==> config.mk <==
export PLATFORM = sky130hd
export DESIGN_NAME = ifcs_parser
export DESIGN_NICKNAME = d
export VERILOG_FILES = /design/src/rtl/core/ifcs_pkg.sv /design/src/rtl/core/ifcs_parser.sv
export SDC_FILE = /design/constraint.sdc
export NUM_CORES = 1
export LEC_CHECK = 0
export ABC_AREA = 1
export BUFFER_PORTS_ARGS = -buffer_cell sky130_fd_sc_hd__buf_2
export CORE_MARGIN = 1
export CORE_UTILIZATION = 30
export CTS_BUF_LIST = sky130_fd_sc_hd__clkbuf_16
export DETAILED_ROUTE_END_ITERATION = 16
export PLACE_DENSITY = 0.47
export SYNTH_ARGS = -nofsm -noshare
export SYNTH_HDL_FRONTEND = slang
export SYNTH_SLANG_ARGS = --single-unit
==> constraint.sdc <==
create_clock -name aclk -period 8.9 [get_ports aclk]
set_clock_uncertainty 0.15 [all_clocks]
set_input_delay 1.335 -clock aclk [delete_from_list [all_inputs] [get_ports aclk]]
set_output_delay 1.335 -clock aclk [all_outputs]
set_load 0.01 [all_outputs]
==> src/rtl/core/ifcs_pkg.sv <==
// Shared types, codes and constants of the IPv4 frame classifier with statistics.
package ifcs_pkg;

    localparam int COUNTER_WIDTH_DEF   = 48;
    localparam int MAX_FRAME_BYTES_DEF = 65536;
    localparam int HIST_BUCKETS_DEF    = 11;

    localparam int PROTO_SLOTS    = 256;
    localparam int PROTO_AW       = 8;
    localparam int SUMMARY_COUNT  = 7;
    localparam int LEN_W          = 17;
    localparam int SEL_W          = 9;
    localparam int VALUE_W        = 48;
    localparam int BUCKET_W       = 4;
    localparam int OUT_FIFO_DEPTH = 8;

    localparam logic [15:0] ETH_TYPE_VLAN = 16'h8100;
    localparam logic [15:0] ETH_TYPE_IPV4 = 16'h0800;

    localparam logic [7:0] IP_PROTO_ICMP = 8'h01;
    localparam logic [7:0] IP_PROTO_TCP  = 8'h06;
    localparam logic [7:0] IP_PROTO_UDP  = 8'h11;

    localparam logic [BUCKET_W-1:0] BUCKET_NONE = 4'hF;

    typedef enum logic [0:0] {
        OP_FRAME_BYTE,
        OP_COUNTER_READ
    } opcode_t;

    typedef enum logic [0:0] {
        RK_CLASSIFY,
        RK_COUNTER
    } result_kind_t;

    typedef enum logic [2:0] {
        ST_COUNTED,
        ST_RUNT,
        ST_NOT_IPV4,
        ST_BAD_IP_HDR,
        ST_FILTERED
    } frame_status_t;

    typedef enum logic [2:0] {
        SUM_PACKETS,
        SUM_BYTES,
        SUM_IP,
        SUM_TCP,
        SUM_UDP,
        SUM_ICMP,
        SUM_OTHER
    } summary_idx_t;

    typedef enum logic [1:0] {
        SRC_NONE,
        SRC_SUMMARY,
        SRC_HIST,
        SRC_PROTO
    } read_src_t;

    // Snapshot handed from the parser: a finished frame or a counter read request.
    typedef struct packed {
        logic                 valid;
        opcode_t              op;
        logic [SEL_W-1:0]     sel;
        logic [LEN_W-1:0]     len;
        logic                 vlan;
        logic [15:0]          ether_type;
        logic [5:0]           ihl;
        logic [7:0]           ttl;
        logic [7:0]           proto;
        logic [15:0]          sp;
        logic [15:0]          dp;
        logic [5:0]           flags;
    } frame_event_t;

    typedef struct packed {
        result_kind_t         kind;
        frame_status_t        status;
        logic [7:0]           proto;
        logic [15:0]          sp;
        logic [15:0]          dp;
        logic [7:0]           ttl;
        logic [5:0]           flags;
        logic [LEN_W-1:0]     len;
        logic [BUCKET_W-1:0]  bucket;
        logic [VALUE_W-1:0]   value;
    } result_t;

endpackage

==> src/rtl/core/ifcs_parser.sv <==
// Byte-wise Ethernet, VLAN, IPv4 and L4 header field extraction.
module ifcs_parser #(
    parameter int MAX_FRAME_BYTES = ifcs_pkg::MAX_FRAME_BYTES_DEF
) (
    input  logic                  aclk,
    input  logic                  aresetn,
    input  logic                  in_accept,
    input  ifcs_pkg::opcode_t     in_opcode,
    input  logic [7:0]            in_byte,
    input  logic                  in_last,
    input  logic [8:0]            in_sel,
    output ifcs_pkg::frame_event_t ev_out
);
    import ifcs_pkg::*;

    localparam logic [LEN_W-1:0] MAX_LEN = LEN_W'(MAX_FRAME_BYTES);

    logic [LEN_W-1:0] pos_reg, pos_next;
    logic [15:0]      et_reg, et_next;
    logic             vlan_reg, vlan_next;
    logic [5:0]       ihl_reg, ihl_next;
    logic [7:0]       ttl_reg, ttl_next;
    logic [7:0]       proto_reg, proto_next;
    logic [15:0]      sp_reg, sp_next;
    logic [15:0]      dp_reg, dp_next;
    logic [5:0]       flags_reg, flags_next;
    frame_event_t     ev_reg, ev_next;

    logic             in_range;
    logic [LEN_W-1:0] ip_start;
    logic [LEN_W-1:0] q_pos;
    logic [LEN_W-1:0] r_pos;
    logic [LEN_W-1:0] ihl_ext;

    always_comb begin
        in_range = pos_reg < MAX_LEN;
        ip_start = vlan_reg ? LEN_W'(18) : LEN_W'(14);
        ihl_ext  = LEN_W'(ihl_reg);
        q_pos    = pos_reg - ip_start;
        r_pos    = q_pos - ihl_ext;

        pos_next   = pos_reg;
        et_next    = et_reg;
        vlan_next  = vlan_reg;
        ihl_next   = ihl_reg;
        ttl_next   = ttl_reg;
        proto_next = proto_reg;
        sp_next    = sp_reg;
        dp_next    = dp_reg;
        flags_next = flags_reg;

        if (in_accept && in_opcode == OP_FRAME_BYTE && in_range) begin
            pos_next = pos_reg + LEN_W'(1);
            if (pos_reg == LEN_W'(12)) begin
                et_next[15:8] = in_byte;
            end
            if (pos_reg == LEN_W'(13)) begin
                et_next[7:0] = in_byte;
                if ({et_reg[15:8], in_byte} == ETH_TYPE_VLAN) begin
                    vlan_next = 1'b1;
                end
            end
            // The inner EtherType of a tagged frame replaces the outer one.
            if (vlan_reg && pos_reg == LEN_W'(16)) begin
                et_next[15:8] = in_byte;
            end
            if (vlan_reg && pos_reg == LEN_W'(17)) begin
                et_next[7:0] = in_byte;
            end
            if (pos_reg >= ip_start) begin
                if (q_pos == LEN_W'(0)) begin
                    ihl_next = {in_byte[3:0], 2'b00};
                end
                if (q_pos == LEN_W'(8)) begin
                    ttl_next = in_byte;
                end
                if (q_pos == LEN_W'(9)) begin
                    proto_next = in_byte;
                end
                if (ihl_reg >= 6'd20 && q_pos >= ihl_ext) begin
                    if (r_pos == LEN_W'(0)) sp_next[15:8] = in_byte;
                    if (r_pos == LEN_W'(1)) sp_next[7:0] = in_byte;
                    if (r_pos == LEN_W'(2)) dp_next[15:8] = in_byte;
                    if (r_pos == LEN_W'(3)) dp_next[7:0] = in_byte;
                    if (r_pos == LEN_W'(13)) flags_next = in_byte[5:0];
                end
            end
        end

        // The snapshot includes the effect of the final byte itself.
        ev_next.valid      = in_accept && (in_opcode == OP_COUNTER_READ || in_last);
        ev_next.op         = in_opcode;
        ev_next.sel        = in_sel;
        ev_next.len        = pos_next;
        ev_next.vlan       = vlan_next;
        ev_next.ether_type = et_next;
        ev_next.ihl        = ihl_next;
        ev_next.ttl        = ttl_next;
        ev_next.proto      = proto_next;
        ev_next.sp         = sp_next;
        ev_next.dp         = dp_next;
        ev_next.flags      = flags_next;

        if (in_accept && in_opcode == OP_FRAME_BYTE && in_last) begin
            pos_next   = '0;
            et_next    = '0;
            vlan_next  = 1'b0;
            ihl_next   = '0;
            ttl_next   = '0;
            proto_next = '0;
            sp_next    = '0;
            dp_next    = '0;
            flags_next = '0;
        end
    end

    always_ff @(posedge aclk) begin
        if (!aresetn) begin
            pos_reg   <= '0;
            et_reg    <= '0;
            vlan_reg  <= 1'b0;
            ihl_reg   <= '0;
            ttl_reg   <= '0;
            proto_reg <= '0;
            sp_reg    <= '0;
            dp_reg    <= '0;
            flags_reg <= '0;
            ev_reg    <= '0;
        end else begin
            pos_reg   <= pos_next;
            et_reg    <= et_next;
            vlan_reg  <= vlan_next;
            ihl_reg   <= ihl_next;
            ttl_reg   <= ttl_next;
            proto_reg <= proto_next;
            sp_reg    <= sp_next;
            dp_reg    <= dp_next;
            flags_reg <= flags_next;
            ev_reg    <= ev_next;
        end
    end

    assign ev_out = ev_reg;

endmodule

* Word-level counts from Yosys, hierarchy flattened *
Index checks and enable logic that the tools add are counted.

cells by class
  add/subtract/negate cells = 3
  $lt $le $gt $ge = 4
  equality and inequality tests = 11
  muxes and demuxes = 33
  bitwise gates (word level) = 2
  reduce and logical (&&, ||, !) cells = 11

operators by type and width
  cell                                                                                 number
  16-bit two-way mux                                                                   7
  8-bit two-way mux                                                                    14
  17-bit by 4-bit equality test with 1-bit output, second input constant               5
  6-bit two-way mux                                                                    7
  17-bit by 2-bit equality test with 1-bit output, second input constant               2
  17-bit by 5-bit equality test with 1-bit output, second input constant               2
  17-bit logical NOT                                                                   2
  17-bit by 1-bit adder with 17-bit output, second input constant                      1
  17-bit by 1-bit equality test with 1-bit output, second input constant               1
  17-bit by 5-bit greater-or-equal comparator with 1-bit output                        1
  17-bit by 6-bit greater-or-equal comparator with 1-bit output                        1
  17-bit less-than comparator, second input constant                                   1
  17-bit two-way mux                                                                   1
  17-bit by 5-bit subtractor with 17-bit output                                        1
  17-bit by 6-bit subtractor with 17-bit output                                        1
  16-bit equality test, second input constant                                          1
  1-bit logical AND                                                                    7
  6-bit by 5-bit greater-or-equal comparator with 1-bit output, second input constant  1
  5-bit two-way mux                                                                    1
  1-bit two-way mux                                                                    3
  1-bit inverter                                                                       2
  2-bit OR reduction                                                                   1
  1-bit logical OR                                                                     1

word-level totals
  logic and storage cells = 85
  input port bits = 22
  output and inout bits = 105
  bits in registers = 199

* Depth between registers and ports, before layout *
  depth in word-level cells = 8
  depth in mapped cells = 23
  gate-level depth less buffers = 23

* Least setup slack after synthesis *
No wires, ideal clock.

  kind = reg-to-reg
  start = register pos_reg[1]
  end = register flags_reg[1]
  slack = 5.332 ns
  stages on the path, launching flop included = 24
  period minus slack after synthesis = 3.568 ns
  data arrival time = 3.286 ns
  cell sequence = dfxtp_1 -> inv_1 -> fa_1 -> inv_1 -> nand2_1 -> nand2_1 -> nand2_1 -> xor2_1 -> inv_1 -> ha_1 -> nand2_1 -> or2_2 -> nand3b_1 -> inv_1 -> nand2_1 -> nand2_1 -> nor2_1 -> nand2_1 -> nor2_1 -> nand3_2 -> nor2_2 -> nand2_2 -> nand2_1 -> a21oi_1

on the way
  cells in the longest elaborated chain, start to end = 7
  elaborated cells between the ends (all ways) = 12

RTL lines
  item                                             RTL line            RTL
  from (decl)                                      ifcs_parser.sv:18   logic [LEN_W-1:0] pos_reg, pos_next;
  from (signal assigned)                           ifcs_parser.sv:130  pos_reg <= pos_next;
  17-bit by 5-bit subtractor with 17-bit output    ifcs_parser.sv:39   q_pos = pos_reg - ip_start;
  17-bit by 6-bit subtractor with 17-bit output    ifcs_parser.sv:40   r_pos = q_pos - ihl_ext;
  17-bit by 4-bit equality test with 1-bit output  ifcs_parser.sv:85   if (r_pos == LEN_W'(13)) flags_next = in_byte[5:0];
  6-bit two-way mux                                ifcs_parser.sv:85
  6-bit two-way mux                                ifcs_parser.sv:80   if (ihl_reg >= 6'd20 && q_pos >= ihl_ext) begin
  6-bit two-way mux                                ifcs_parser.sv:70   if (pos_reg >= ip_start) begin
  6-bit two-way mux (*)                            ifcs_parser.sv:52   if (in_accept && in_opcode == OP_FRAME_BYTE && in_range) begin
  to (signal assigned)                             ifcs_parser.sv:138  flags_reg <= flags_next;
  to (decl)                                        ifcs_parser.sv:26   logic [5:0] flags_reg, flags_next;

Mark *: on every way between the ends. The rest lies on a longest branch, timed or not.
A chain may end at the register's enable or synchronous reset.

* Worst setup path in the final report *
  start = register pos_reg[1]
  end = register sp_reg[11]

on the way
  cells in the longest elaborated chain, start to end = 7
  elaborated cells between the ends (all ways) = 12

RTL lines
  item                                           RTL line            RTL
  17-bit by 5-bit subtractor with 17-bit output  ifcs_parser.sv:39
  17-bit by 6-bit subtractor with 17-bit output  ifcs_parser.sv:40
  17-bit logical NOT                             ifcs_parser.sv:81   if (r_pos == LEN_W'(0)) sp_next[15:8] = in_byte;
  8-bit two-way mux                              ifcs_parser.sv:81
  16-bit two-way mux                             ifcs_parser.sv:80
  16-bit two-way mux                             ifcs_parser.sv:70
  16-bit two-way mux (*)                         ifcs_parser.sv:52
  to (signal assigned)                           ifcs_parser.sv:136  sp_reg <= sp_next;
  to (decl)                                      ifcs_parser.sv:24   logic [15:0] sp_reg, sp_next;

Marks and branches as above.

==> results.ini <==
[outcome]
status = complete, no violations

[clock_tree]
clk_pin_slew_ns = 0.08
clock_path_buffers = 2
cts_made_buffers = 17
cts-root-buf = clkbuf_16
insertion_delay_ns = 0.44
cts_hold_buf = 0
post_cts_buffers = 0
htreeDepth = 4
cts_resized = 0
cts_tree = done
cts.sinks = 199

[worst_setup_path]
cp_common_cell = nand2_1
worst-path-stages = 21
cp_slowest_cell = nor2_4
worstPathRequired_ns = 9.04
crit_type = reg -> reg
start_kind = flip-flop
setup.worst_path.end_class = flip-flop
critPathTopFamily = simple AND/OR/NAND/NOR gates
rr_worst_depth = 21
arrival_ns = 4.83
path_cells = inv_1 -> fa_1 -> inv_1 -> nand2_1 -> nand2_1 -> nand2_1 -> xor2_1 -> inv_1 -> ha_1 -> nand2_1 -> or2_2 -> nand3b_1 -> inv_1 -> nand2_1 -> inv_1 -> nand4_1 -> nand2_1 -> nor2_4 -> nand2_2 -> nand2_1 -> a21oi_1
critical_path.max_fanout = 43
critPathMaxStageDelay_ns = 0.79
crit_buf_inv = 5

[run]
cap_violations = 0

[detailed_routing]
met3_length_um = 922
routed_wl_mm = 21.66
drt-vias-per-instance = 4.600
drcViolationCount = 0
drt_iter0_drc = 463
route.met2.wl_mm = 9.675
vias = 6536
top_layer = met4
ant_nets = 0
wl_met1_mm = 10.81
drtPass1Iterations = 5
wl_per_cell_um = 15.24

[placed_design]
place_congestion = 0.8562
postPlaceCellArea_sq_um = 8702
dp.cells = 1389
hpwlAfterDp_mm = 15.06
post-place-ws_ns = 4.278
portBuffers = 126

[sta]
relSlewSlack_pct = 32.65
fin_crit_sh_pct = 52.67
min_period_ns = 4.688
clock.fmax_ghz = 0.2133
finalWorstSetupSlack_ns = 4.212
finalHoldViolations = 0
rsz0062_at_grt = false
tightestPinTransition_ns = 1.008
final-setup-viol-count = 0
hold-worst-slack_ns = 0.3074
finalMaxSlewViolations = 0
fin_tns_setup_ns = 0

[floorplanning]
fp.dieW_um = 163.3
rows = 58
start_util_pct = 30.81
die_height_um = 163.3
top_level_ports = 127
core-area_sq_um = 25330
dieArea_sq_um = 26660

[cells_and_area]
antennaDiodeCount = 0
drive_above_1_share_pct = 17.78
fill_cells = 2634
register_area_sq_um = 3984
largest_reg_flops = 105
fin_area_sq_um = 9380
final_cells = 1421
area_growth_pct = 20.22
final_nets = 1115
fin_util_pct = 37.04
multi_input_area_sq_um = 3236

[power_and_ir_drop]
combPwrFrac_pct = 3.0
cell_internal_pwr_mw = 1.396
seq_power_share_pct = 48.9
total_power_mw = 1.831
ir_drop_mv = 0.1046
swShare_pct = 23.72
power_density_nw_per_um2 = 195.2
p_leak_nw = 4.138
power.share.clock_pct = 48.2
p_sw_mw = 0.4342

[logic_synthesis]
ys_warn_count = 0
synth-seq-cells = 199
synthesis.nets = 1007
synth_area_leaders = dfxtp_1 51%, nand2_1 7.8%, a21oi_1 7.0%, inv_1 5.1%, nand3_1 4.6%
synth_top_cell_area_share_pct = 51.06
seq_area_frac_synth_pct = 51.06
synth_cell_types = 38
synth_top_cell_by_area = dfxtp_1
syn_area_sq_um = 7802
synthCells = 970
synth.avg_cell_area_sq_um = 8.044

[hold_path]
holdPathStages = 2
hold_path.class = reg -> reg

[grt]
grt_usage_pct = 16.52
antenna_found_initial = 0
grt_overflow = 0
grt_max_degree = 55
grt_pass1_vias = 6108
grt_pass1_wl_mm = 33.44

## power by group through the flow
stage          Sequential (mW)  Clock [mW]  Combinational (mW)
3_3_place_gp             0.915           0              0.0553
6_report                 0.894       0.882              0.0544
3_5_place_dp             0.916           0              0.0552
4_1_cts                  0.894       0.900              0.0553
2_1_floorplan            0.917           0              0.0291
5_1_grt                  0.895       0.933              0.0601
## layout make-up
class / instances / share of cell area, %
clock buffer: 17 / 4.535
tap: 330 / 4.402
clock inverter: 15 / 2.694
timing repair buffer: 130 / 7.043
multi-input combinational: 621 / 34.49
inverter: 109 / 4.362
sequential: 199 / 42.47
## per-layer routing
| metal | GRT usage (%) | vias to the layer above |
|---|---|---|
| li1 | - | 3406 |
| met1 | 22.77 | 2974 |
| met2 | 26.27 | 143 |
| met3 | 2.489 | 13 |
| met4 | 5.353 | 0 |
| met5 | 0 | - |
## synthesized netlist by cell type, drive strengths merged
library cell	instances
nor4	9
fa	2
mux2i	3
or2	5
nand2	169
inv	108
nor3b	1
a211oi	32
and3	1
nor2	101
ha	13
a41oi	1
clkinv	1
nor3	21
buf	10
nand3b	2
dfxtp	199
nand3	75
a31oi	2
xnor2	2
a21oi	109
clkbuf	31
nand4	16
o21ai	35
and2	7
xor2	15
## cell families (layout without fill, tap and decap cells)
| family | Yosys count | after routing | synth area share [%] |
|---|---|---|---|
| XOR/XNOR | 17 | 17 | 1.908 |
| adder cells (fa/ha/maj) | 15 | 15 | 2.598 |
| multiplexers | 3 | 3 | 0.3849 |
| AND/OR/NAND/NOR | 407 | 407 | 23.99 |
| AO/OA/AOI/OAI | 179 | 179 | 12.59 |
| buffers and inverters | 150 | 271 | 7.473 |
| flip-flops | 199 | 199 | 51.06 |
## tightest hold or removal path, stage by stage (launching register included)
cell and delay [ns]:
dfxtp_1 0.30, inv_1 0.06, a21oi_1 0.06
## path summary, 6_finish.rpt
check / start / to / slack [ns]
setup / recovery: pos_reg[1]$_SDFF_PP0_ / sp_reg[11]$_SDFF_PP0_ / 4.21
hold / removal: proto_reg[1]$_SDFF_PP0_ / ev_out[39]$_SDFF_PN0_ / 0.31
hold reg to reg: proto_reg[1]$_SDFF_PP0_ / ev_out[39]$_SDFF_PN0_ / 0.31
setup reg to reg: pos_reg[1]$_SDFF_PP0_ / sp_reg[11]$_SDFF_PP0_ / 4.21
## cell usage in the layout (no fill, tap or decap), types with 2 or more instances in the layout
cell | netlist | routed
clkbuf_16 | 0 | 17
fa_1 | 2 | 2
a31oi_1 | 2 | 2
o21ai_0 | 34 | 34
nor2_2 | 8 | 8
nor2_4 | 6 | 6
xor2_1 | 15 | 15
and2_1 | 7 | 7
a21oi_1 | 109 | 109
nand2_2 | 6 | 6
buf_2 | 4 | 126
ha_1 | 13 | 13
nor3_1 | 19 | 19
nand4_1 | 15 | 15
nand3b_1 | 2 | 2
buf_4 | 4 | 4
dfxtp_1 | 199 | 199
inv_1 | 105 | 104
inv_2 | 3 | 4
nor4_1 | 9 | 9
inv_6 | 0 | 2
nand3_1 | 72 | 72
nand2_1 | 163 | 163
mux2i_1 | 3 | 3
nor2_1 | 87 | 87
inv_8 | 0 | 4
bufinv_16 | 0 | 4
nand3_2 | 3 | 3
a211oi_1 | 32 | 32
or2_1 | 3 | 3
xnor2_1 | 2 | 2
or2_2 | 2 | 2
clkinv_8 | 0 | 3
(Power assumes the default switching activity.)
