## config.mk

```make
export PLATFORM = sky130hd
export DESIGN_NAME = ifcs_out_fifo
export DESIGN_NICKNAME = d
export VERILOG_FILES = /design/src/rtl/core/ifcs_pkg.sv /design/src/rtl/core/ifcs_out_fifo.sv
export SDC_FILE = /design/constraint.sdc
export NUM_CORES = 1
export LEC_CHECK = 0
export BUFFER_PORTS_ARGS = -buffer_cell sky130_fd_sc_hd__buf_2
export CAP_MARGIN = 20
export CORE_ASPECT_RATIO = 1.75
export CORE_MARGIN = 5
export CORE_UTILIZATION = 65
export CTS_CLUSTER_DIAMETER = 60
export CTS_CLUSTER_SIZE = 28
export DETAILED_ROUTE_END_ITERATION = 6
export GPL_ROUTABILITY_DRIVEN = 1
export GPL_TIMING_DRIVEN = 0
export PLACE_DENSITY = 0.88
export SLEW_MARGIN = 10
export SYNTH_ARGS = -nofsm -noshare
export SYNTH_HDL_FRONTEND = slang
export SYNTH_SLANG_ARGS = --single-unit
```

## constraint.sdc

```tcl
create_clock -name aclk -period 35.3 [get_ports aclk]
set_input_delay 5.295 -clock aclk [delete_from_list [all_inputs] [get_ports aclk]]
set_output_delay 5.295 -clock aclk [all_outputs]
set_load 0.1 [all_outputs]
```

## src/rtl/core/ifcs_pkg.sv

```systemverilog
// Shared types, codes and constants of the IPv4 frame classifier with statistics.
package ifcs_pkg;

    localparam int COUNTER_WIDTH_DEF   = 48;
    localparam int MAX_FRAME_BYTES_DEF = 65536;
    localparam int HIST_BUCKETS_DEF    = 11;

    localparam int PROTO_SLOTS    = 256;
    localparam int PROTO_AW       = 8;
    localparam int SUMMARY_COUNT  = 7;
    localparam int LEN_W          = 17;
    localparam int SEL_W          = 9;
    localparam int VALUE_W        = 48;
    localparam int BUCKET_W       = 4;
    localparam int OUT_FIFO_DEPTH = 8;

    localparam logic [15:0] ETH_TYPE_VLAN = 16'h8100;
    localparam logic [15:0] ETH_TYPE_IPV4 = 16'h0800;

    localparam logic [7:0] IP_PROTO_ICMP = 8'h01;
    localparam logic [7:0] IP_PROTO_TCP  = 8'h06;
    localparam logic [7:0] IP_PROTO_UDP  = 8'h11;

    localparam logic [BUCKET_W-1:0] BUCKET_NONE = 4'hF;

    typedef enum logic [0:0] {
        OP_FRAME_BYTE,
        OP_COUNTER_READ
    } opcode_t;

    typedef enum logic [0:0] {
        RK_CLASSIFY,
        RK_COUNTER
    } result_kind_t;

    typedef enum logic [2:0] {
        ST_COUNTED,
        ST_RUNT,
        ST_NOT_IPV4,
        ST_BAD_IP_HDR,
        ST_FILTERED
    } frame_status_t;

    typedef enum logic [2:0] {
        SUM_PACKETS,
        SUM_BYTES,
        SUM_IP,
        SUM_TCP,
        SUM_UDP,
        SUM_ICMP,
        SUM_OTHER
    } summary_idx_t;

    typedef enum logic [1:0] {
        SRC_NONE,
        SRC_SUMMARY,
        SRC_HIST,
        SRC_PROTO
    } read_src_t;

    // Snapshot handed from the parser: a finished frame or a counter read request.
    typedef struct packed {
        logic                 valid;
        opcode_t              op;
        logic [SEL_W-1:0]     sel;
        logic [LEN_W-1:0]     len;
        logic                 vlan;
        logic [15:0]          ether_type;
        logic [5:0]           ihl;
        logic [7:0]           ttl;
        logic [7:0]           proto;
        logic [15:0]          sp;
        logic [15:0]          dp;
        logic [5:0]           flags;
    } frame_event_t;

    typedef struct packed {
        result_kind_t         kind;
        frame_status_t        status;
        logic [7:0]           proto;
        logic [15:0]          sp;
        logic [15:0]          dp;
        logic [7:0]           ttl;
        logic [5:0]           flags;
        logic [LEN_W-1:0]     len;
        logic [BUCKET_W-1:0]  bucket;
        logic [VALUE_W-1:0]   value;
    } result_t;

endpackage

```

## src/rtl/core/ifcs_out_fifo.sv

```systemverilog
// Result queue between the update stage and the output channel.
module ifcs_out_fifo #(
    parameter int DEPTH = ifcs_pkg::OUT_FIFO_DEPTH,
    localparam int AW = (DEPTH > 1) ? $clog2(DEPTH) : 1,
    localparam int CNT_W = $clog2(DEPTH + 1)
) (
    input  logic              aclk,
    input  logic              aresetn,
    input  logic              push,
    input  ifcs_pkg::result_t push_data,
    input  logic              pop_ready,
    output logic              out_valid,
    output ifcs_pkg::result_t out_data,
    output logic [CNT_W-1:0]  count
);
    import ifcs_pkg::*;

    result_t          mem_reg [DEPTH];
    logic [AW-1:0]    wr_ptr_reg, wr_ptr_next;
    logic [AW-1:0]    rd_ptr_reg, rd_ptr_next;
    logic [CNT_W-1:0] count_reg, count_next;
    logic             pop;

    always_comb begin
        pop         = out_valid && pop_ready;
        wr_ptr_next = wr_ptr_reg;
        rd_ptr_next = rd_ptr_reg;
        if (push) begin
            wr_ptr_next = (wr_ptr_reg == AW'(DEPTH - 1)) ? '0 : wr_ptr_reg + AW'(1);
        end
        if (pop) begin
            rd_ptr_next = (rd_ptr_reg == AW'(DEPTH - 1)) ? '0 : rd_ptr_reg + AW'(1);
        end
        count_next = count_reg + CNT_W'(push) - CNT_W'(pop);
    end

    always_ff @(posedge aclk) begin
        if (!aresetn) begin
            wr_ptr_reg <= '0;
            rd_ptr_reg <= '0;
            count_reg  <= '0;
        end else begin
            wr_ptr_reg <= wr_ptr_next;
            rd_ptr_reg <= rd_ptr_next;
            count_reg  <= count_next;
        end
        if (push) begin
            mem_reg[wr_ptr_reg] <= push_data;
        end
    end

    assign out_valid = count_reg != '0;
    assign out_data  = mem_reg[rd_ptr_reg];
    assign count     = count_reg;

endmodule

```

**Yosys cells after proc, flatten, opt, wreduce, memory -nomap -nowiden**

Memories as Yosys holds them, arrays and structs flattened. A register that Yosys moved wholly into a read port is not among the register bits.
Index checks and enable logic that the tools add are counted.

- Reductions and logical operators: 2
- Muxes and demuxes: 6
- Add/subtract/negate cells: 4
- Equal/unequal tests: 2

Operators by type and width:

| cell | count |
|---|---|
| two-way mux 3 bit | 4 |
| adder 3 x 1 -> 3 bit (second input constant) | 2 |
| equality test 3 bit (second input constant) | 2 |
| adder 4 x 1 -> 4 bit | 1 |
| nonzero test 4 bit | 1 |
| subtractor 4 x 1 -> 4 bit | 1 |
| two-way mux 1 bit | 2 |
| logical AND 1 bit | 1 |

- Input port bits: 131
- Word-level logic and storage cells: 18
- Memories kept: 1
- Output and inout bits: 132
- Register bits: 10
- Bits in writable memories: 1016

Memory list:

| name | depth | bits a word | read ports | clocked after memory_dff | write ports | line | source |
|---|---|---|---|---|---|---|---|
| mem_reg | 8 | 127 | 1 | 1 | 1 | ifcs_out_fifo.sv:18 | `result_t mem_reg [DEPTH];` |

**Logic depth before layout (Yosys ltp)**

Gate-level depths: netlist of run 1.

- Depth after elaboration: 4
- Depth in mapped cells: 9
- Depth with buffers taken out: 9

**Least setup slack after synthesis of run 1**

OpenSTA, ideal clock, no wires.

- Path type: input -> register
- Start point: input port push
- End point: memory mem_reg[0][0] (netlist bit) (enable)
- Stages on the path: 2
- Setup slack: 20.569 ns
- Arrival time: 13.962 ns
- Setup time: 0.769 ns
- Cells stage by stage: nand2b_1 > nor3_1

- Longest elaborated chain between the ends: 2

RTL lines:

| element | line | source |
|---|---|---|
| from (decl) | ifcs_out_fifo.sv:9 | `input logic push,` |
| two-way mux 1 bit | ifcs_out_fifo.sv:47 | `if (push) begin` |
| two-way mux 1 bit (implied by the code) | ifcs_out_fifo.sv:48 | `mem_reg[wr_ptr_reg] <= push_data;` |
| to (decl) | ifcs_out_fifo.sv:18 |  |

Every way passes these cells.

==> results of run 1 <==
## routing by layer
layer,share of wire,track usage,vias to the layer above
met4,0.024,0.06512,6
met1,0.34,0.3347,9374
met3,0.080,0.05256,125
met2,0.55,0.4698,846
met5,0.00053,0,-
li1,-,-,7330
## per-stage QoR
stage / power [uW] / setup WS (ps) / hold slack [ps]
after detailed placement: 2196 / 27010 / 520.5
after floorplan: 2040 / 20570 / 464.5
final: 2758 / 26430 / 538.3
after global placement: 2184 / 11630 / 478.2
after global routing: 2847 / 26320 / 566.7
after CTS: 2771 / 26410 / 533.8
## synthesized netlist by cell type
| master | number | share of area |
|---|---|---|
| a21o_1 | 1 | 0.00019 |
| a21oi_1 | 1 | 0.00013 |
| and2_1 | 4 | 0.00065 |
| buf_1 | 5 | 0.00049 |
| buf_2 | 30 | 0.0039 |
| buf_6 | 7 | 0.0020 |
| clkbuf_1 | 29 | 0.0028 |
| dfxtp_1 | 13 | 0.0067 |
| edfxtp_1 | 1016 | 0.79 |
| fa_1 | 1 | 0.00052 |
| ha_1 | 8 | 0.0026 |
| inv_1 | 4 | 0.00039 |
| mux2_2 | 127 | 0.037 |
| mux2i_1 | 10 | 0.0026 |
| mux4_2 | 254 | 0.15 |
| nand2_1 | 11 | 0.0011 |
| nand2b_1 | 3 | 0.00049 |
| nand3b_1 | 1 | 0.00019 |
| nor2_1 | 8 | 0.00078 |
| nor2b_1 | 2 | 0.00032 |
| nor3_1 | 2 | 0.00026 |
| o22ai_1 | 1 | 0.00016 |
| or2_2 | 1 | 0.00016 |
| or3b_2 | 1 | 0.00023 |
| xor2_1 | 1 | 0.00023 |
## area by class of cell
class                      instances  area share
sequential                      1029      0.7067
timing repair buffer             335     0.05748
clock inverter                     9    0.002615
clock buffer                      55     0.02673
antenna                           11   0.0006322
buffer                            71    0.008190
tap                              780     0.02242
multi-input combinational        437      0.1749
inverter                           4   0.0003449
## critical path: cells and delay by family, from the launching register on
kind     cells  cell delay, ps
buf+inv      3            1700
mux          2             900
flops        1             350
## power by group through the flow
stage               Sequential, uW  Combinational, uW  Clock [uW]
floorplan                     1420                617           0
global placement              1420                767           0
detailed placement            1410                789           0
CTS                           1380                793         599
global route                  1380                814         651
finish                        1380                785         593
## kinds of logic after synthesis
family,Yosys count
DFF,1029
muxes,391
buffers and inverters,75
and+or+nand+nor,33
adders and majority gates,9
AOI/OAI and AO/OA,3
xor gates and xnor gates,1
## worst max path at each step
| stage | start | cells past startpoint | end |
|---|---|---|---|
| floorplan | push | 2 | mem_reg[0][0] |
| global placement | push | 3 | mem_reg[0][90] |
| detailed placement | register | 5 | out_data[52] |
| CTS | register | 5 | out_data[52] |
| global route | register | 5 | out_data[52] |
| finish | register | 5 | out_data[52] |
## layout by cell type (no fill, tap or decap), drive strengths merged, types with 2 or more instances in the layout
cell,Yosys,final
inv,4,10
mux4,254,254
diode,0,11
nor3,2,2
edfxtp,1016,1016
nand2,11,11
clkbuf,29,84
ha,8,8
buf,42,377
nor2,8,8
mux2i,10,10
nand2b,3,3
mux2,127,127
and2,4,4
nor2b,2,2
dfxtp,13,13
==> flow_summary.yaml, run 1 <==
floorplan:
  ioPinCount: 263
  die_h_um: 332.8
  row_count: 118
  start_util: 0.6553
  die_w_um: 194.5
  core_area_sq_mm: 0.05906
  die-area_sq_mm: 0.06471
critical_path:
  path_class: "register to output pin"
  cp_slowest_cell: "clkbuf_1"
  endpoint_kind: "output pin"
  cp.required_ps: 30000
  critical_path.most_common_cell: "buf_2"
  path_cells: "clkbuf_1 -> buf_2 -> mux4_2 -> mux2_2 -> buf_2"
  worst_r2r_endpoint: "mem_reg[0][90]"
  regToRegSetupSlack_ps: 32200
  crit_path_start_kind: "register"
  crit_fanout: 10
  cpPeakStageDelay_ps: 860
  r2r-start: "wr_ptr_reg[2]"
  rr_worst_depth: 8
  cp.arrival_ps: 3570
place:
  numPortBuffers: 262
  placed_area_sq_mm: 0.04223
  hpwlAfterDp_um: 55710
  gp_congestion: 0.7505
  placed_cells: 2656
synthesis:
  yosysWarnings: 0
  ys_ff_latch: 1029
  synthMuxAreaShare: 0.1874
  synth_top_family_by_area: "multiplexers"
  postSynthAreaPerCell_sq_um: 25.11
  synth_cell_types: 25
  synth_cells: 1541
  yosys.area_share.adder: 0.003104
  ys_seq_area_frac: 0.7951
  syn_area_sq_mm: 0.03870
  synth-xor-area-share: 0.0002263
  synth_nets: 1681
  synth_compound_area_frac: 0.0004850
  synthSimpleGateAreaFrac: 0.004138
clock_network:
  post_cts_resize_count: 0
  cts_root_buffer: "clkbuf_16"
  clk_pin_slew_worst_paths_ps: 90
  cts_tree: "done"
  clock_path_buffers: 3
  cts_hold_buf: 0
  h-tree-depth: 2
  cts_setup_buffers: 0
  cts.sinks: 1029
  insertion_delay_ps: 600
  cts_buffers: 44
route:
  via_per_inst: 6.474
  first_iter_violations: 1763
  dr.pass1.iters: 5
  final_antenna_net_count: 0
  drc: 0
  route.vias.total: 17680
  wl_per_cell_um: 30.60
  wirelength_um: 83560
power:
  power_switching_uw: 939.7
  peakVddDrop_mv: 0.07730
  p_int_uw: 1818
  clock_power_share: 0.215
  leakagePower_uw: 0.01377
  swShare: 0.3408
  seqPwrFrac: 0.500
  power_density_mw_per_mm2: 63.34
  p_comb_frac: 0.285
hold_path:
  hold_depth: 2
  min_to: "rd_ptr_reg[2]"
  hp-class: "register to register"
  min_from: "rd_ptr_reg[2]"
global_route:
  grt_pass1_wl_um: 125600
  grt_pass1_vias: 18810
  grt_max_degree: 30
  gr-total-overflow: 0
  grtUsageTotal: 0.2622
  antenna_found_initial: 12
finish:
  multi_input_area_sq_mm: 0.007614
  fin_util: 0.7372
  fillCellCount: 3199
  drive_gt1_frac: 0.4211
  final_nets: 2062
  postLayoutCellArea_sq_mm: 0.04354
  instances_no_fill: 2731
  syn_to_final_growth_pct: 12.50
  largest_register_ffs: 1016
  regArea_sq_mm: 0.03077
job:
  cap_violations: 0
sta:
  tightestPinTransition_ps: 1152
  setup_tns_ps: 0
  period_minus_slack_ps: 8867
  clock_skew_ps: 16.91
  rsz0062_at_grt: "false"
  fmax_mhz: 112.8
  finalSetupViolations: 0
  hold_viol_final: 0
  max_slew_margin: 0.2322
  slew_viol_final: 0
  fin_crit_sh: 0.2512
run_status:
  status: "completed"
Note: power is estimated with default switching activity, not from simulation.
==> inputs of run 2 (changes only) <==
Settings changed: CORE_UTILIZATION 65 to 60, PLACE_DENSITY 0.88 to 0.82.
Clock period 35.3 ns to 8.3 ns, I/O delays scaled along.
==> flow_summary.yaml, run 2 (synthesized netlist as in run 1, its figures left out) <==
floorplan:
  core_area_sq_mm: 0.06418
  row_count: 123
  ioPinCount: 263
  start_util: 0.6030
  die_w_um: 202.0
  die-area_sq_mm: 0.06988
  die_h_um: 346.0
finish:
  layout_commonest_cell: "edfxtp_1"
  syn_to_final_growth_pct: 12.60
  layout_common_cells: "edfxtp_1, buf_2, mux4_2"
  final_nets: 2049
  postLayoutCellArea_sq_mm: 0.04358
  largest_register_ffs: 1016
  instances_no_fill: 2741
  drive_gt1_frac: 0.4165
place:
  placed_cells: 2676
  gp_congestion: 0.7395
  numPortBuffers: 262
  placed_area_sq_mm: 0.04234
  hpwlAfterDp_um: 53260
  dp_slack_ps: 4161
global_route:
  antenna_found_initial: 12
  grt_pass1_wl_um: 120600
  grt_max_degree: 30
  gr-total-overflow: 0
  grtUsageTotal: 0.2327
  grt_pass1_vias: 18520
job:
  cap_violations: 0
clock_network:
  h-tree-depth: 2
  cts_hold_buf: 0
  cts_setup_buffers: 0
  cts_root_buffer: "clkbuf_16"
  cts_buffers: 43
  clk_pin_slew_worst_paths_ps: 110
  cts.sinks: 1029
  post_cts_resize_count: 0
  clock_path_buffers: 3
  cts_tree: "done"
  insertion_delay_ps: 590
hold_path:
  min_from: "rd_ptr_reg[0]"
  hold_depth: 2
  hp-class: "register to register"
sta:
  hold_ws_ps: 565.2
  hold_viol_final: 0
  rsz0062_at_grt: "false"
  max_slew_margin: 0.4234
  finalWorstSetupSlack_ps: 3566
  clock_skew_ps: 13.94
  fmax_mhz: 211.2
  slew_viol_final: 0
  period_minus_slack_ps: 4734
  setup_tns_ps: 0
  fin_crit_sh: 0.5703
  finalSetupViolations: 0
  tightestPinTransition_ps: 864.8
critical_path:
  cp.depth: 6
  rr_worst_depth: 8
  path_class: "register to output pin"
  cp.arrival_ps: 3490
  cp_slowest_cell: "buf_1"
  critPathBufInv: 4
  crit_path_start_kind: "register"
  endpoint_kind: "output pin"
  cpPeakStageDelay_ps: 630
  cp.required_ps: 7050
  r2r-start: "wr_ptr_reg[2]"
  crit_fanout: 10
  path_cells: "clkbuf_1 -> buf_6 -> buf_1 -> mux4_2 -> mux2_2 -> buf_2"
  cp_top_family: "buffers and inverters"
power:
  leakagePower_uw: 0.01372
  power_density_mw_per_mm2: 267.2
  peakVddDrop_mv: 0.4275
run_status:
  status: "completed"
route:
  final_antenna_net_count: 0
  first_iter_violations: 1527
  via_per_inst: 6.373
  dr.pass1.iters: 5
  route.vias.total: 17470
  wirelength_um: 81040
  wl_per_cell_um: 29.56
  drc: 0
[run 2: cell count changes in the layout (fill, tap and decap cells not counted), sizes merged]
cell / before / now
clkinvlp: 1 / 0
clkbuf: 84 / 83
buf: 377 / 365
bufinv: 1 / 0
clkinv: 1 / 4
diode: 11 / 6
inv: 10 / 5
[run 2: per-layer routing]
metal | vias to the layer above | track usage | wire length (um)
li1 | 7301 | - | -
met1 | 9298 | 0.3072 | 29730
met4 | 14 | 0.06688 | 2413
met3 | 138 | 0.03866 | 5669
met2 | 718 | 0.4071 | 43130
met5 | - | 0 | 93
[run 2: final cells by class]
class | instances | area, sq um
flip-flops and latches | 1029 | 30770
fillers | 3781 | 20600
multi-input cells | 437 | 7626
repair buffers | 323 | 2557
clock buffers | 54 | 1180
well taps | 812 | 1016
plain buffers | 71 | 356.6
clock inverters | 5 | 41.29
inverters | 4 | 15.01
diodes | 6 | 15.01
[run 2: power breakdown]
group          switching [uW]  total, uW  internal (uW)
logic                    2480       3330            856
registers                35.6       5860           5830
clock network            1430       2450           1020
[run 2: worst paths after layout]
path	to	slack, ps
max	out_data[21]	3570
min	register	570
max reg2reg	mem_reg[4][88]	5530
min reg2reg	register	570
[run 2: through the flow]
stage	power, uW	utilization
finish	11640	0.6790
global route	12040	0.6789
CTS	11730	0.6788
detailed placement	9340	0.6598
global placement	9284	0.6394
floorplan	8671	-
[run 2: worst reg2reg max path, cell delays in order, from the launching register on]
cell,delay [ps]
dfxtp_1,400
nand2_1,250
nor3_4,660
buf_16,240
buf_16,170
buf_8,180
buf_8,180
buf_8,200
buf_6,190
==> inputs of run 3 (changes only) <==
Settings changed: CORE_UTILIZATION 60 to 54, PLACE_DENSITY 0.82 to 0.78.
Clock period 8.3 ns to 4.3 ns, I/O delays scaled along.
==> flow_summary.yaml, run 3 (synthesized netlist as in run 1, its figures left out) <==
run_status:
  status: "completed"
sta:
  finalSetupViolations: 0
  rsz0062_at_grt: "false"
  max_slew_margin: 0.3473
  slew_viol_final: 0
  period_minus_slack_ps: 4078
  fmax_mhz: 245.2
  tightestPinTransition_ps: 979.0
  fin_crit_sh: 0.9485
  hold_viol_final: 0
  clock_skew_ps: 26.99
  hold_ws_ps: 291.7
  setup_tns_ps: 0
finish:
  layout_common_cells: "edfxtp_1, buf_2, mux4_2"
  final_nets: 2051
  syn_to_final_growth_pct: 13.16
  fin_util: 0.6133
  layout_commonest_cell: "edfxtp_1"
  largest_register_ffs: 1016
  instances_no_fill: 2864
  drive_gt1_frac: 0.4174
clock_network:
  cts_root_buffer: "clkbuf_16"
  cts.sinks: 1029
  cts_buffers: 44
  h-tree-depth: 2
  cts_setup_buffers: 0
  clk_pin_slew_worst_paths_ps: 100
  insertion_delay_ps: 610
  cts_tree: "done"
  post_cts_resize_count: 0
  clock_path_buffers: 3
  cts_hold_buf: 0
critical_path:
  crit_path_start_kind: "register"
  crit_fanout: 10
  endpoint_kind: "output pin"
  cp.arrival_ps: 3430
  path_class: "register to output pin"
  cp.required_ps: 3650
power:
  leakagePower_uw: 0.01375
  power_density_mw_per_mm2: 514.2
  peakVddDrop_mv: 0.6229
route:
  final_antenna_net_count: 0
  drc: 0
  wirelength_um: 80490
  wl_per_cell_um: 28.10
  via_per_inst: 6.022
  dr.pass1.iters: 5
  route.vias.total: 17250
  first_iter_violations: 1316
global_route:
  antenna_found_initial: 19
  grt_pass1_wl_um: 119700
  grtUsageTotal: 0.2091
  grt_max_degree: 30
  gr-total-overflow: 0
  grt_pass1_vias: 18760
floorplan:
  row_count: 130
  ioPinCount: 263
  core_area_sq_mm: 0.07141
  die-area_sq_mm: 0.07733
  die_w_um: 212.4
  start_util: 0.5420
  die_h_um: 364.1
job:
  cap_violations: 0
place:
  numPortBuffers: 262
  hpwlAfterDp_um: 53350
  gp_congestion: 0.7348
  placed_cells: 2789
hold_path:
  hp-class: "primary input to register"
## run 3: cell count changes in the layout (fill, tap and decap cells not counted), sizes merged
cell and change:
buf +1, clkbuf -1, diode +8, inv +3
## run 3: layer usage
metal,global-route usage,vias to the layer above,share of wire
met1,0.2671,9243,0.37
met3,0.04468,116,0.073
met5,0,-,0.00083
met2,0.3670,570,0.53
met4,0.05664,12,0.026
li1,-,7307,-
## run 3: power by group
part           internal (uW)  switching [uW]  total [uW]
clock                   1950            2840        4790
combinational           1660            4750        6410
sequential             11300            67.5       11300
total                  14900            7660       22500
## run 3: final timing paths
check / from / endpoint / slack (ps) / cells past startpoint
setup reg to reg: count[2] / count[2] / 1750 / 9
hold reg to reg: rd_ptr_reg[2] / rd_ptr_reg[2] / 530 / 2
setup / recovery: register / out_data[56] / 220 / 5
hold / removal: push_data[54] / mem_reg[2][54] / 290 / 1
## run 3: final cells by class
cell class,count,area (sq um)
Sequential cell,1029,30770
Fill cell,4781,27620
Multi-Input combinational cell,437,7626
Timing Repair Buffer,324,2600
Clock buffer,53,1156
Tap cell,924,1156
Buffer,71,356.6
Clock inverter,8,76.32
Antenna cell,14,35.03
Inverter,4,15.01
## run 3: stage by stage
step	instance area [sq um]	setup slack [ps]	total power, uW
floorplan	38740	-278.6	16720
global placement	41200	-4061	17900
detailed placement	42520	856.6	18030
CTS	43760	127.5	22740
global route	43770	11.85	23340
finish	43790	221.6	22520
## run 3: worst max-delay path, cell delays in order, from the launching register on
cell,delay (ps)
dfxtp_1,340
clkbuf_1,700
clkbuf_1,730
mux4_2,440
mux2_2,300
buf_2,300
